File: config.mk
export PLATFORM = sky130hd
export DESIGN_NAME = spi_flash_command_sequencer
export DESIGN_NICKNAME = d
export VERILOG_FILES = /design/src/sv/sfcs_pkg.sv /design/src/sv/sfcs_datapath.sv /design/src/sv/sfcs_ctrl.sv /design/src/sv/spi_flash_command_sequencer.sv
export SDC_FILE = /design/constraint.sdc
export NUM_CORES = 1
export LEC_CHECK = 0
export BUFFER_PORTS_ARGS = -buffer_cell sky130_fd_sc_hd__buf_4
export CAP_MARGIN = 20
export CELL_PAD_IN_SITES_DETAIL_PLACEMENT = 0
export CELL_PAD_IN_SITES_GLOBAL_PLACEMENT = 2
export CORE_MARGIN = 4
export CORE_UTILIZATION = 38
export CTS_BUF_LIST = sky130_fd_sc_hd__clkbuf_16
export DETAILED_ROUTE_END_ITERATION = 16
export PLACE_DENSITY = 0.89
export SYNTH_ARGS = -nofsm -noshare
export SYNTH_HDL_FRONTEND = slang
export SYNTH_HIERARCHICAL = 1
export SYNTH_SLANG_ARGS = --single-unit
File: constraint.sdc
create_clock -name clk -period 6.67 [get_ports clk]
set_input_delay 1.0005 -clock clk [delete_from_list [all_inputs] [get_ports clk]]
set_output_delay 1.0005 -clock clk [all_outputs]
set_load 0.02 [all_outputs]
File: src/sv/sfcs_pkg.sv
// Shared types, constants and codes of the serial-flash command sequencer.
`default_nettype none
package sfcs_pkg;
  localparam int MAX_PAGE_BYTES_DEF = 528;
  localparam int ADDRESS_BITS_DEF   = 24;
  localparam int PS_W   = 10;
  localparam int AIN_W  = 24;
  localparam int CNT_W  = 11;
  localparam int PADDR_W = 4;

  localparam logic [PADDR_W-1:0] REG_PAGE_SIZE  = 4'h0;
  localparam logic [PADDR_W-1:0] REG_ADDR_SHIFT = 4'h4;
  localparam logic [PADDR_W-1:0] REG_WRITE_STY  = 4'h8;
  localparam logic [PADDR_W-1:0] REG_ERASE_STY  = 4'hC;

  localparam logic [2:0] K_ERASE  = 3'd0;
  localparam logic [2:0] K_PSTART = 3'd1;
  localparam logic [2:0] K_PDATA  = 3'd2;
  localparam logic [2:0] K_READ   = 3'd3;
  localparam logic [2:0] K_STATUS = 3'd4;
  localparam logic [2:0] K_PAD    = 3'd5;

  localparam logic [7:0] OP_WREN  = 8'h06;
  localparam logic [7:0] OP_RDSR  = 8'h05;
  localparam logic [7:0] OP_BE    = 8'hD8;
  localparam logic [7:0] OP_PP    = 8'h02;
  localparam logic [7:0] OP_PPB   = 8'h82;
  localparam logic [7:0] OP_RDY   = 8'hD7;
  localparam logic [7:0] OP_READ  = 8'h03;
  localparam logic [7:0] PAD_BYTE = 8'hFF;
  localparam logic [7:0] WIP_MASK = 8'h01;
  localparam logic [7:0] RDY_MASK = 8'h80;

  typedef enum logic [1:0] {PH_IDLE, PH_DATA, PH_PAD, PH_POLL} phase_t;

  // Byte source selected by the controller for one result.
  typedef enum logic [2:0] {
    SRC_NONE, SRC_CONST, SRC_A2, SRC_A1, SRC_A0, SRC_DATA
  } src_t;

  typedef enum logic [3:0] {
    ST_IDLE, ST_DIV, ST_EMIT, ST_HOLD
  } st_t;

  // Controller to datapath.
  typedef struct packed {
    logic       div_start;
    logic       with_off;
  } dp_cmd_t;

  // Datapath to controller.
  typedef struct packed {
    logic div_busy;
  } dp_stat_t;
endpackage
`default_nettype wire

File: src/sv/sfcs_datapath.sv
// Address translation datapath: serial divider, shifter and address mask.
`default_nettype none
module sfcs_datapath #(
  parameter int ADDRESS_BITS = sfcs_pkg::ADDRESS_BITS_DEF
) (
  input  wire logic                      clk,
  input  wire logic                      rst_n,
  input  wire sfcs_pkg::dp_cmd_t         cmd,
  input  wire logic [sfcs_pkg::AIN_W-1:0] addr_in,
  input  wire logic [sfcs_pkg::PS_W-1:0] page_eff,
  input  wire logic [3:0]                shift_in,
  output sfcs_pkg::dp_stat_t             stat,
  output logic [23:0]                    dev_addr
);
  import sfcs_pkg::*;
  localparam int QW = AIN_W + 15;

  logic [AIN_W-1:0] quo_r, quo_nxt;
  logic [PS_W:0]    rem_r, rem_nxt;
  logic [4:0]       step_r, step_nxt;
  logic             busy_r, busy_nxt;
  logic             off_r, off_nxt;
  logic [PS_W:0]    trial;
  logic [QW-1:0]    shifted;
  logic [ADDRESS_BITS-1:0] masked;

  // One quotient bit per cycle, restoring division.
  always_comb begin
    quo_nxt = quo_r;
    rem_nxt = rem_r;
    step_nxt = step_r;
    busy_nxt = busy_r;
    off_nxt = off_r;
    trial = {rem_r[PS_W-1:0], quo_r[AIN_W-1]};
    if (cmd.div_start) begin
      quo_nxt = addr_in;
      rem_nxt = '0;
      step_nxt = 5'(AIN_W);
      busy_nxt = 1'b1;
      off_nxt = cmd.with_off;
    end else if (busy_r) begin
      if (trial >= {1'b0, page_eff}) begin
        rem_nxt = trial - {1'b0, page_eff};
        quo_nxt = {quo_r[AIN_W-2:0], 1'b1};
      end else begin
        rem_nxt = trial;
        quo_nxt = {quo_r[AIN_W-2:0], 1'b0};
      end
      step_nxt = step_r - 5'd1;
      if (step_r == 5'd1) busy_nxt = 1'b0;
    end
  end

  always_ff @(posedge clk) begin
    if (!rst_n) begin
      busy_r <= 1'b0;
      step_r <= '0;
    end else begin
      busy_r <= busy_nxt;
      step_r <= step_nxt;
    end
    quo_r <= quo_nxt;
    rem_r <= rem_nxt;
    off_r <= off_nxt;
  end

  // Page number shifted into place, offset merged for reads, then masked.
  always_comb begin
    shifted = {15'd0, quo_r} << shift_in;
    if (off_r) shifted = shifted | QW'(rem_r);
    masked = shifted[ADDRESS_BITS-1:0];
    dev_addr = 24'(masked);
  end

  assign stat.div_busy = busy_r;
endmodule
`default_nettype wire

File: src/sv/sfcs_ctrl.sv
// Sequencing controller: phase tracking and result framing.
`default_nettype none
module sfcs_ctrl (
  input  wire logic                       clk,
  input  wire logic                       rst_n,
  input  wire logic                       in_valid,
  output logic                            in_stall,
  input  wire logic [2:0]                 in_kind,
  input  wire logic [7:0]                 in_data_byte,
  input  wire logic                       in_data_last,
  input  wire logic [23:0]                in_read_length,
  input  wire logic [sfcs_pkg::PS_W-1:0]  page_eff,
  input  wire logic                       write_style,
  input  wire logic                       erase_style,
  output sfcs_pkg::dp_cmd_t               cmd,
  input  wire sfcs_pkg::dp_stat_t         stat,
  input  wire logic [23:0]                dev_addr,
  output logic                            out_valid,
  input  wire logic                       out_stall,
  output logic [7:0]                      out_spi_byte,
  output logic                            out_byte_valid,
  output logic                            out_end_of_frame,
  output logic [23:0]                     out_read_count,
  output logic                            out_op_done,
  output logic                            out_rejected,
  output logic                            out_last_result
);
  import sfcs_pkg::*;

  // A step is a short list of result slots built at acceptance.
  typedef struct packed {
    src_t       src;
    logic [7:0] cbyte;
    logic       eof;
    logic [1:0] rc;     // 0 none, 1 one, 2 read length
    logic       done;
    logic       rej;
  } slot_t;

  st_t              st_r, st_nxt;
  phase_t           phase_r, phase_nxt;
  logic             poll_r, poll_nxt;
  logic [CNT_W-1:0] cnt_r, cnt_nxt;
  slot_t [5:0]      sl_r, sl_nxt;
  logic [2:0]       n_r, n_nxt, idx_r, idx_nxt;
  logic [7:0]       db_r, db_nxt;
  logic [23:0]      rlen_r, rlen_nxt;
  slot_t            cur;
  logic             acc, take, busy_st;
  logic [CNT_W-1:0] cinc;
  logic [7:0]       pb;

  function automatic slot_t mk(src_t s, logic [7:0] b, logic e, logic [1:0] r,
                               logic d, logic j);
    slot_t t;
    t.src = s; t.cbyte = b; t.eof = e; t.rc = r; t.done = d; t.rej = j;
    return t;
  endfunction

  assign in_stall = (st_r != ST_IDLE);
  assign acc = in_valid && !in_stall;
  assign cur = sl_r[idx_r];
  assign take = out_valid && !out_stall;
  assign out_valid = (st_r == ST_EMIT);

  // Next state, step framing and command to the datapath.
  always_comb begin
    st_nxt = st_r; phase_nxt = phase_r; poll_nxt = poll_r; cnt_nxt = cnt_r;
    sl_nxt = sl_r; n_nxt = n_r; idx_nxt = idx_r; db_nxt = db_r; rlen_nxt = rlen_r;
    cmd = '0;
    busy_st = 1'b0;
    cinc = cnt_r + CNT_W'(1);
    pb = (in_kind == K_PAD) ? PAD_BYTE : in_data_byte;
    case (st_r)
      ST_IDLE: begin
        if (acc) begin
          idx_nxt = '0;
          db_nxt = pb;
          rlen_nxt = in_read_length;
          st_nxt = ST_EMIT;
          sl_nxt[0] = mk(SRC_NONE, 8'h00, 1'b0, 2'd0, 1'b0, 1'b1);
          n_nxt = 3'd1;
          if (in_kind == K_ERASE && phase_r == PH_IDLE) begin
            if (erase_style) begin
              sl_nxt[0] = mk(SRC_CONST, OP_WREN, 1'b1, 2'd0, 1'b0, 1'b0);
              sl_nxt[1] = mk(SRC_CONST, OP_BE, 1'b0, 2'd0, 1'b0, 1'b0);
              sl_nxt[2] = mk(SRC_A2, 8'h00, 1'b0, 2'd0, 1'b0, 1'b0);
              sl_nxt[3] = mk(SRC_A1, 8'h00, 1'b0, 2'd0, 1'b0, 1'b0);
              sl_nxt[4] = mk(SRC_A0, 8'h00, 1'b1, 2'd0, 1'b0, 1'b0);
              sl_nxt[5] = mk(SRC_CONST, OP_RDSR, 1'b1, 2'd1, 1'b0, 1'b0);
              n_nxt = 3'd6;
              poll_nxt = 1'b0;
              phase_nxt = PH_POLL;
              cmd.div_start = 1'b1;
              st_nxt = ST_DIV;
            end else begin
              sl_nxt[0] = mk(SRC_NONE, 8'h00, 1'b0, 2'd0, 1'b1, 1'b0);
            end
          end else if (in_kind == K_PSTART && phase_r == PH_IDLE) begin
            if (write_style) begin
              sl_nxt[0] = mk(SRC_CONST, OP_PPB, 1'b0, 2'd0, 1'b0, 1'b0);
              sl_nxt[1] = mk(SRC_A2, 8'h00, 1'b0, 2'd0, 1'b0, 1'b0);
              sl_nxt[2] = mk(SRC_A1, 8'h00, 1'b0, 2'd0, 1'b0, 1'b0);
              sl_nxt[3] = mk(SRC_A0, 8'h00, 1'b0, 2'd0, 1'b0, 1'b0);
              n_nxt = 3'd4;
            end else begin
              sl_nxt[0] = mk(SRC_CONST, OP_WREN, 1'b1, 2'd0, 1'b0, 1'b0);
              sl_nxt[1] = mk(SRC_CONST, OP_PP, 1'b0, 2'd0, 1'b0, 1'b0);
              sl_nxt[2] = mk(SRC_A2, 8'h00, 1'b0, 2'd0, 1'b0, 1'b0);
              sl_nxt[3] = mk(SRC_A1, 8'h00, 1'b0, 2'd0, 1'b0, 1'b0);
              sl_nxt[4] = mk(SRC_A0, 8'h00, 1'b0, 2'd0, 1'b0, 1'b0);
              n_nxt = 3'd5;
            end
            poll_nxt = write_style;
            cnt_nxt = '0;
            phase_nxt = PH_DATA;
            cmd.div_start = 1'b1;
            st_nxt = ST_DIV;
          end else if (in_kind == K_READ && phase_r == PH_IDLE) begin
            sl_nxt[0] = mk(SRC_CONST, OP_READ, 1'b0, 2'd0, 1'b0, 1'b0);
            sl_nxt[1] = mk(SRC_A2, 8'h00, 1'b0, 2'd0, 1'b0, 1'b0);
            sl_nxt[2] = mk(SRC_A1, 8'h00, 1'b0, 2'd0, 1'b0, 1'b0);
            sl_nxt[3] = mk(SRC_A0, 8'h00, 1'b1, 2'd2, 1'b1, 1'b0);
            n_nxt = 3'd4;
            cmd.div_start = 1'b1;
            cmd.with_off = 1'b1;
            st_nxt = ST_DIV;
          end else if (in_kind == K_STATUS && phase_r == PH_POLL) begin
            busy_st = poll_r ? ((in_data_byte & RDY_MASK) == 8'h00)
                             : ((in_data_byte & WIP_MASK) != 8'h00);
            if (busy_st) begin
              sl_nxt[0] = mk(SRC_CONST, poll_r ? OP_RDY : OP_RDSR, 1'b1, 2'd1,
                             1'b0, 1'b0);
            end else begin
              sl_nxt[0] = mk(SRC_NONE, 8'h00, 1'b0, 2'd0, 1'b1, 1'b0);
              phase_nxt = PH_IDLE;
            end
          end else if ((in_kind == K_PDATA && phase_r == PH_DATA) ||
                       (in_kind == K_PAD &&
                        (phase_r == PH_DATA || phase_r == PH_PAD))) begin
            cnt_nxt = cinc;
            if (cinc >= CNT_W'(page_eff)) begin
              sl_nxt[0] = mk(SRC_DATA, 8'h00, 1'b1, 2'd0, 1'b0, 1'b0);
              sl_nxt[1] = mk(SRC_CONST, poll_r ? OP_RDY : OP_RDSR, 1'b1, 2'd1,
                             1'b0, 1'b0);
              n_nxt = 3'd2;
              phase_nxt = PH_POLL;
            end else begin
              sl_nxt[0] = mk(SRC_DATA, 8'h00, 1'b0, 2'd0, 1'b0, 1'b0);
              if (in_kind == K_PAD || in_data_last) phase_nxt = PH_PAD;
            end
          end
        end
      end
      ST_DIV: begin
        if (!stat.div_busy) st_nxt = ST_EMIT;
      end
      ST_EMIT: begin
        if (take) begin
          if (idx_r == n_r - 3'd1) st_nxt = ST_IDLE;
          else idx_nxt = idx_r + 3'd1;
        end
      end
      default: st_nxt = ST_IDLE;
    endcase
  end

  always_ff @(posedge clk) begin
    if (!rst_n) begin
      st_r <= ST_IDLE;
      phase_r <= PH_IDLE;
      poll_r <= 1'b0;
      cnt_r <= '0;
      idx_r <= '0;
      n_r <= 3'd1;
    end else begin
      st_r <= st_nxt;
      phase_r <= phase_nxt;
      poll_r <= poll_nxt;
      cnt_r <= cnt_nxt;
      idx_r <= idx_nxt;
      n_r <= n_nxt;
    end
    sl_r <= sl_nxt;
    db_r <= db_nxt;
    rlen_r <= rlen_nxt;
  end

  // Result fields for the current slot.
  always_comb begin
    case (cur.src)
      SRC_CONST: out_spi_byte = cur.cbyte;
      SRC_A2:    out_spi_byte = dev_addr[23:16];
      SRC_A1:    out_spi_byte = dev_addr[15:8];
      SRC_A0:    out_spi_byte = dev_addr[7:0];
      SRC_DATA:  out_spi_byte = db_r;
      default:   out_spi_byte = 8'h00;
    endcase
    out_byte_valid = (cur.src != SRC_NONE);
    out_end_of_frame = cur.eof;
    case (cur.rc)
      2'd1:    out_read_count = 24'd1;
      2'd2:    out_read_count = rlen_r;
      default: out_read_count = 24'd0;
    endcase
    out_op_done = cur.done;
    out_rejected = cur.rej;
    out_last_result = (idx_r == n_r - 3'd1);
  end

  // A reject never carries a bus byte.
  a_rej_nobyte: assert property (@(posedge clk) disable iff (!rst_n)
    out_valid && out_rejected |-> !out_byte_valid && out_last_result)
    else $error("reject result carries a byte");
  // Input is only taken when nothing is pending.
  a_no_acc_busy: assert property (@(posedge clk) disable iff (!rst_n)
    out_valid |-> in_stall) else $error("input taken while results pending");
  // The divider is finished whenever a result is shown.
  a_div_done: assert property (@(posedge clk) disable iff (!rst_n)
    out_valid |-> !stat.div_busy) else $error("result shown mid-division");
endmodule
`default_nettype wire

File: src/sv/spi_flash_command_sequencer.sv
// Top level of the serial-flash command sequencer with its register file.
`default_nettype none
// Turns erase, page-program and read requests into SPI byte frames, one byte or
// marker per output transaction. An item is taken only once every result of the
// previous item has been delivered. Program start, read and erase (with the
// erase style set) run a one-bit-per-clock divider over the 24-bit address
// before their results, up to six, are shown. Registers sit at byte
// addresses 0, 4, 8, 12.
module spi_flash_command_sequencer #(
  parameter int MAX_PAGE_BYTES = sfcs_pkg::MAX_PAGE_BYTES_DEF,
  parameter int ADDRESS_BITS   = sfcs_pkg::ADDRESS_BITS_DEF
) (
  input  wire logic        clk,
  input  wire logic        rst_n,
  input  wire logic        in_valid,
  output logic             in_stall,
  input  wire logic [2:0]  in_kind,
  input  wire logic [23:0] in_address,
  input  wire logic [23:0] in_read_length,
  input  wire logic [7:0]  in_data_byte,
  input  wire logic        in_data_last,
  output logic             out_valid,
  input  wire logic        out_stall,
  output logic [7:0]       out_spi_byte,
  output logic             out_byte_valid,
  output logic             out_end_of_frame,
  output logic [23:0]      out_read_count,
  output logic             out_op_done,
  output logic             out_rejected,
  output logic             out_last_result,
  input  wire logic        psel,
  input  wire logic        penable,
  input  wire logic        pwrite,
  input  wire logic [sfcs_pkg::PADDR_W-1:0] paddr,
  input  wire logic [31:0] pwdata,
  output logic [31:0]      prdata,
  output logic             pready
);
  import sfcs_pkg::*;

  logic [PS_W-1:0] page_size_r;
  logic [3:0]      shift_r;
  logic            wstyle_r, estyle_r;
  logic [PS_W-1:0] page_eff;
  dp_cmd_t         cmd;
  dp_stat_t        stat;
  logic [23:0]     dev_addr;

  assign pready = 1'b1;

  // Register writes on the access phase.
  always_ff @(posedge clk) begin
    if (!rst_n) begin
      page_size_r <= PS_W'(256);
      shift_r <= 4'd8;
      wstyle_r <= 1'b0;
      estyle_r <= 1'b1;
    end else if (psel && penable && pwrite) begin
      case (paddr)
        REG_PAGE_SIZE:  page_size_r <= pwdata[PS_W-1:0];
        REG_ADDR_SHIFT: shift_r <= pwdata[3:0];
        REG_WRITE_STY:  wstyle_r <= pwdata[0];
        REG_ERASE_STY:  estyle_r <= pwdata[0];
        default: ;
      endcase
    end
  end

  always_comb begin
    case (paddr)
      REG_PAGE_SIZE:  prdata = 32'(page_size_r);
      REG_ADDR_SHIFT: prdata = 32'(shift_r);
      REG_WRITE_STY:  prdata = 32'(wstyle_r);
      REG_ERASE_STY:  prdata = 32'(estyle_r);
      default:        prdata = 32'd0;
    endcase
  end

  // Effective page size: zero means one, large values are clamped.
  always_comb begin
    if (page_size_r == '0) page_eff = PS_W'(1);
    else if (32'(page_size_r) > MAX_PAGE_BYTES) page_eff = PS_W'(MAX_PAGE_BYTES);
    else page_eff = page_size_r;
  end

  sfcs_ctrl u_ctrl (
    .clk, .rst_n, .in_valid, .in_stall, .in_kind, .in_data_byte, .in_data_last,
    .in_read_length, .page_eff, .write_style(wstyle_r), .erase_style(estyle_r),
    .cmd, .stat, .dev_addr, .out_valid, .out_stall, .out_spi_byte, .out_byte_valid,
    .out_end_of_frame, .out_read_count, .out_op_done, .out_rejected,
    .out_last_result
  );

  sfcs_datapath #(.ADDRESS_BITS(ADDRESS_BITS)) u_dp (
    .clk, .rst_n, .cmd, .addr_in(in_address), .page_eff, .shift_in(shift_r),
    .stat, .dev_addr
  );
endmodule
`default_nettype wire

==> flow_metrics.py <==
metrics = {
    "status": {
        "status": "completed",
    },
    "synthesis": {
        "syn_area_um2": 8640,
        "synth_area_leaders": "edfxtp_1, dfxtp_1, mux4_2",
        "synth_top_flop_cell": "edfxtp_1",
        "yosysMostFrequentCell": "nand2_1",
        "synthArstFlopShare_pct": 0,
        "avgSynthCellArea_um2": 9.97,
        "synth-edff-count": 78,
        "ys_ff_latch": 133,
        "yosysSeqAreaShare_pct": 39.8,
        "yosys_warnings": 6,
        "synth.distinct_cells": 75,
        "yosysTopAreaCellShare_pct": 27.1,
        "ys_top_cells_by_count": "nand2_1, edfxtp_1, dfxtp_1",
        "yosysTopAreaCell": "edfxtp_1",
        "synthCells": 867,
    },
    "floorplanning": {
        "initial_utilization_pct": 39.1,
        "core-area_um2": 22100,
        "dieArea_um2": 25200,
        "rows": 54,
        "die_h_um": 159,
        "die_x_um": 159,
        "ios": 175,
    },
    "cts": {
        "clk_latency_ns": 0.42,
        "htree_num_levels": 4,
        "clk_pin_slew_ns": 0.06,
        "cts_resized": 0,
        "cts_tree": "built",
        "cts_root_buffer": "clkbuf_16",
        "cts_setup_buffers": 0,
        "cts_hold_repair.buffers": 0,
        "cts_made_buffers": 17,
        "clock_tree.buffer_depth": 2,
        "cts.sinks": 133,
    },
    "global_route": {
        "grt_start_max_net_pins": 54,
        "gr-total-overflow": 0,
        "grt_pass1_vias": 6503,
        "antenna_found_initial": 0,
        "grt_pass1_wl_um": 34200,
        "globalRouteTotalUtil_pct": 16.4,
    },
    "timing": {
        "rsz0062_at_grt": "false",
        "min_period_over_period_pct": 61.1,
        "setup_violations": 0,
        "finalHoldViolCount": 0,
        "fin_setup_tns_ns": 0,
        "worst_slew_pin_slew_ns": 1.08,
        "skew_ns": 0.00833,
        "max_freq_mhz": 245,
        "finalMaxSlewViolations": 0,
        "relSlewSlack_pct": 27.7,
        "period_minus_slack_ns": 4.08,
    },
    "min_path": {
        "hold_path_end": "page_size_r[0]",
        "holdCritPathClass": "reg -> reg",
        "hold_depth": 2,
        "holdCritStartpoint": "page_size_r[0]",
    },
    "worst_setup_path": {
        "reg2reg_depth": 11,
        "cp.required_ns": 5.67,
        "arrival_ns": 3.08,
        "r2r-end": "u_dp/rem_r[0]",
        "cp_max_fo": 27,
        "reg2reg_slack_ns": 3.10,
        "r2r-start": "page_size_r[5]",
        "end_kind": "primary output",
        "start_kind": "flop",
        "path_class": "reg -> out",
    },
    "final_layout": {
        "drive_gt1_share_pct": 24.6,
        "antennaDiodeCount": 0,
        "fin_nets": 1111,
        "syn_to_final_growth_pct": 18.9,
        "post_layout_nonfiller_instances": 1268,
        "fill_cells": 2099,
    },
    "place": {
        "gp_congestion": 0.837,
        "post-dp-hpwl_um": 15700,
        "port_buffers": 129,
        "dp.cells": 1236,
    },
    "route": {
        "antenna_left": 0,
        "dr.pass1.iters": 5,
        "wl_um": 20900,
        "drc_errors": 0,
        "vias_per_cell": 5.22,
        "avgRoutedWirePerCell_um": 16.5,
        "vias": 6622,
        "drtIter0Drc": 332,
    },
    "power_and_ir_drop": {
        "p_leak_uw": 0.00413,
        "power_density_nw_per_um2": 263,
        "ir_drop_uv": 144,
    },
    "job": {
        "maxCapViolations": 0,
    },
}
flip-flops by register name, summed over array words and instances (netlist names):
register	count
u_ctrl/rlen_r	24
u_dp/quo_r	24
u_ctrl/sl_r	21
u_ctrl/cnt_r	11
u_dp/rem_r	11
page_size_r	10
u_ctrl/db_r	8
u_dp/step_r	5
shift_r	4
u_ctrl/idx_r	3
u_ctrl/n_r	3
u_ctrl/phase_r	2
u_ctrl/st_r	2
estyle_r	1
u_ctrl/poll_r	1
u_dp/off_r	1
u_dp/stat	1
wstyle_r	1
cells by family after synthesis:
kind of cell               Yosys count  share of synthesized area (%)
and+or+nand+nor                    295                           18.0
AOI/OAI and AO/OA                  166                           13.2
DFF                                133                           39.8
buffers and inverters              117                           6.51
muxes                               98                           15.0
adders and majority gates           33                           4.86
xor gates and xnor gates            23                           2.50
other                                2                         0.0869
how the worst max path moves through the flow:
stage / from / endpoint / depth (start not counted)
2_1_floorplan: shift_r[0] / out_spi_byte[4] / 6
3_3_place_gp: page_size_r[5] / u_dp/rem_r[0] / 11
3_5_place_dp: shift_r[0] / out_spi_byte[4] / 6
4_1_cts: shift_r[0] / out_spi_byte[4] / 6
5_1_grt: shift_r[0] / out_spi_byte[6] / 7
6_report: shift_r[0] / out_spi_byte[6] / 7
critical path, cell delays in order, from the launching register on:
cell and delay (ns):
dfxtp_1 0.37, buf_4 0.37, mux4_2 0.60, mux2i_1 0.27, o21ai_0 0.18, mux2_2 0.34
a221o_1 0.35, buf_4 0.16
layer usage:
layer,global-route usage (%),part of all wire (%)
met3,3.37,5.2
met4,4.14,0.97
met5,0,0
met1,23.2,49
met2,25.7,45
report_power, final:
part	total, µW	internal [µW]	switching, µW
sequential	1050	967	80.0
combinational	760	338	422
clock	895	493	402
total	2700	1800	904
layout make-up:
| class | instances | area (µm²) | area share [%] |
|---|---|---|---|
| multi-input combinational | 638 | 4720 | 45.9 |
| sequential | 133 | 3440 | 33.5 |
| timing repair buffer | 136 | 1020 | 9.93 |
| clock buffer | 17 | 425 | 4.14 |
| tap | 280 | 350 | 3.41 |
| inverter | 49 | 184 | 1.79 |
| clock inverter | 15 | 134 | 1.30 |
cell usage in the layout, fill, tap and decap left out, drive strengths merged, types with 8 or more instances in the layout:
cell type	count
buf	136
nand2	92
edfxtp	78
inv	60
dfxtp	55
mux2i	43
nor2	43
a21oi	42
and2	35
mux2	34
ha	32
o21ai	31
nor2b	28
conb	23
mux4	21
clkbuf	17
nand2b	17
nor3	17
nand3	14
xnor2	14
a311oi	11
a211oi	10
a21o	9
o21a	9
a22o	8
and3	8
xor2	8
metrics by stage:
step / utilization, % / power, µW / hold WS [ns] / worst slack, ns / instance area, µm²
after CTS: 46.5 / 2730 / 0.481 / 2.62 / 10300
after floorplan: - / 1630 / 0.448 / 3.23 / 8720
after detailed placement: 44.0 / 1820 / 0.472 / 3.07 / 9720
final: 46.5 / 2700 / 0.484 / 2.59 / 10300
after global routing: 46.5 / 2860 / 0.505 / 2.43 / 10300
after global placement: 44.0 / 1820 / 0.464 / 3.08 / 9720
(Power assumes the default switching activity.)
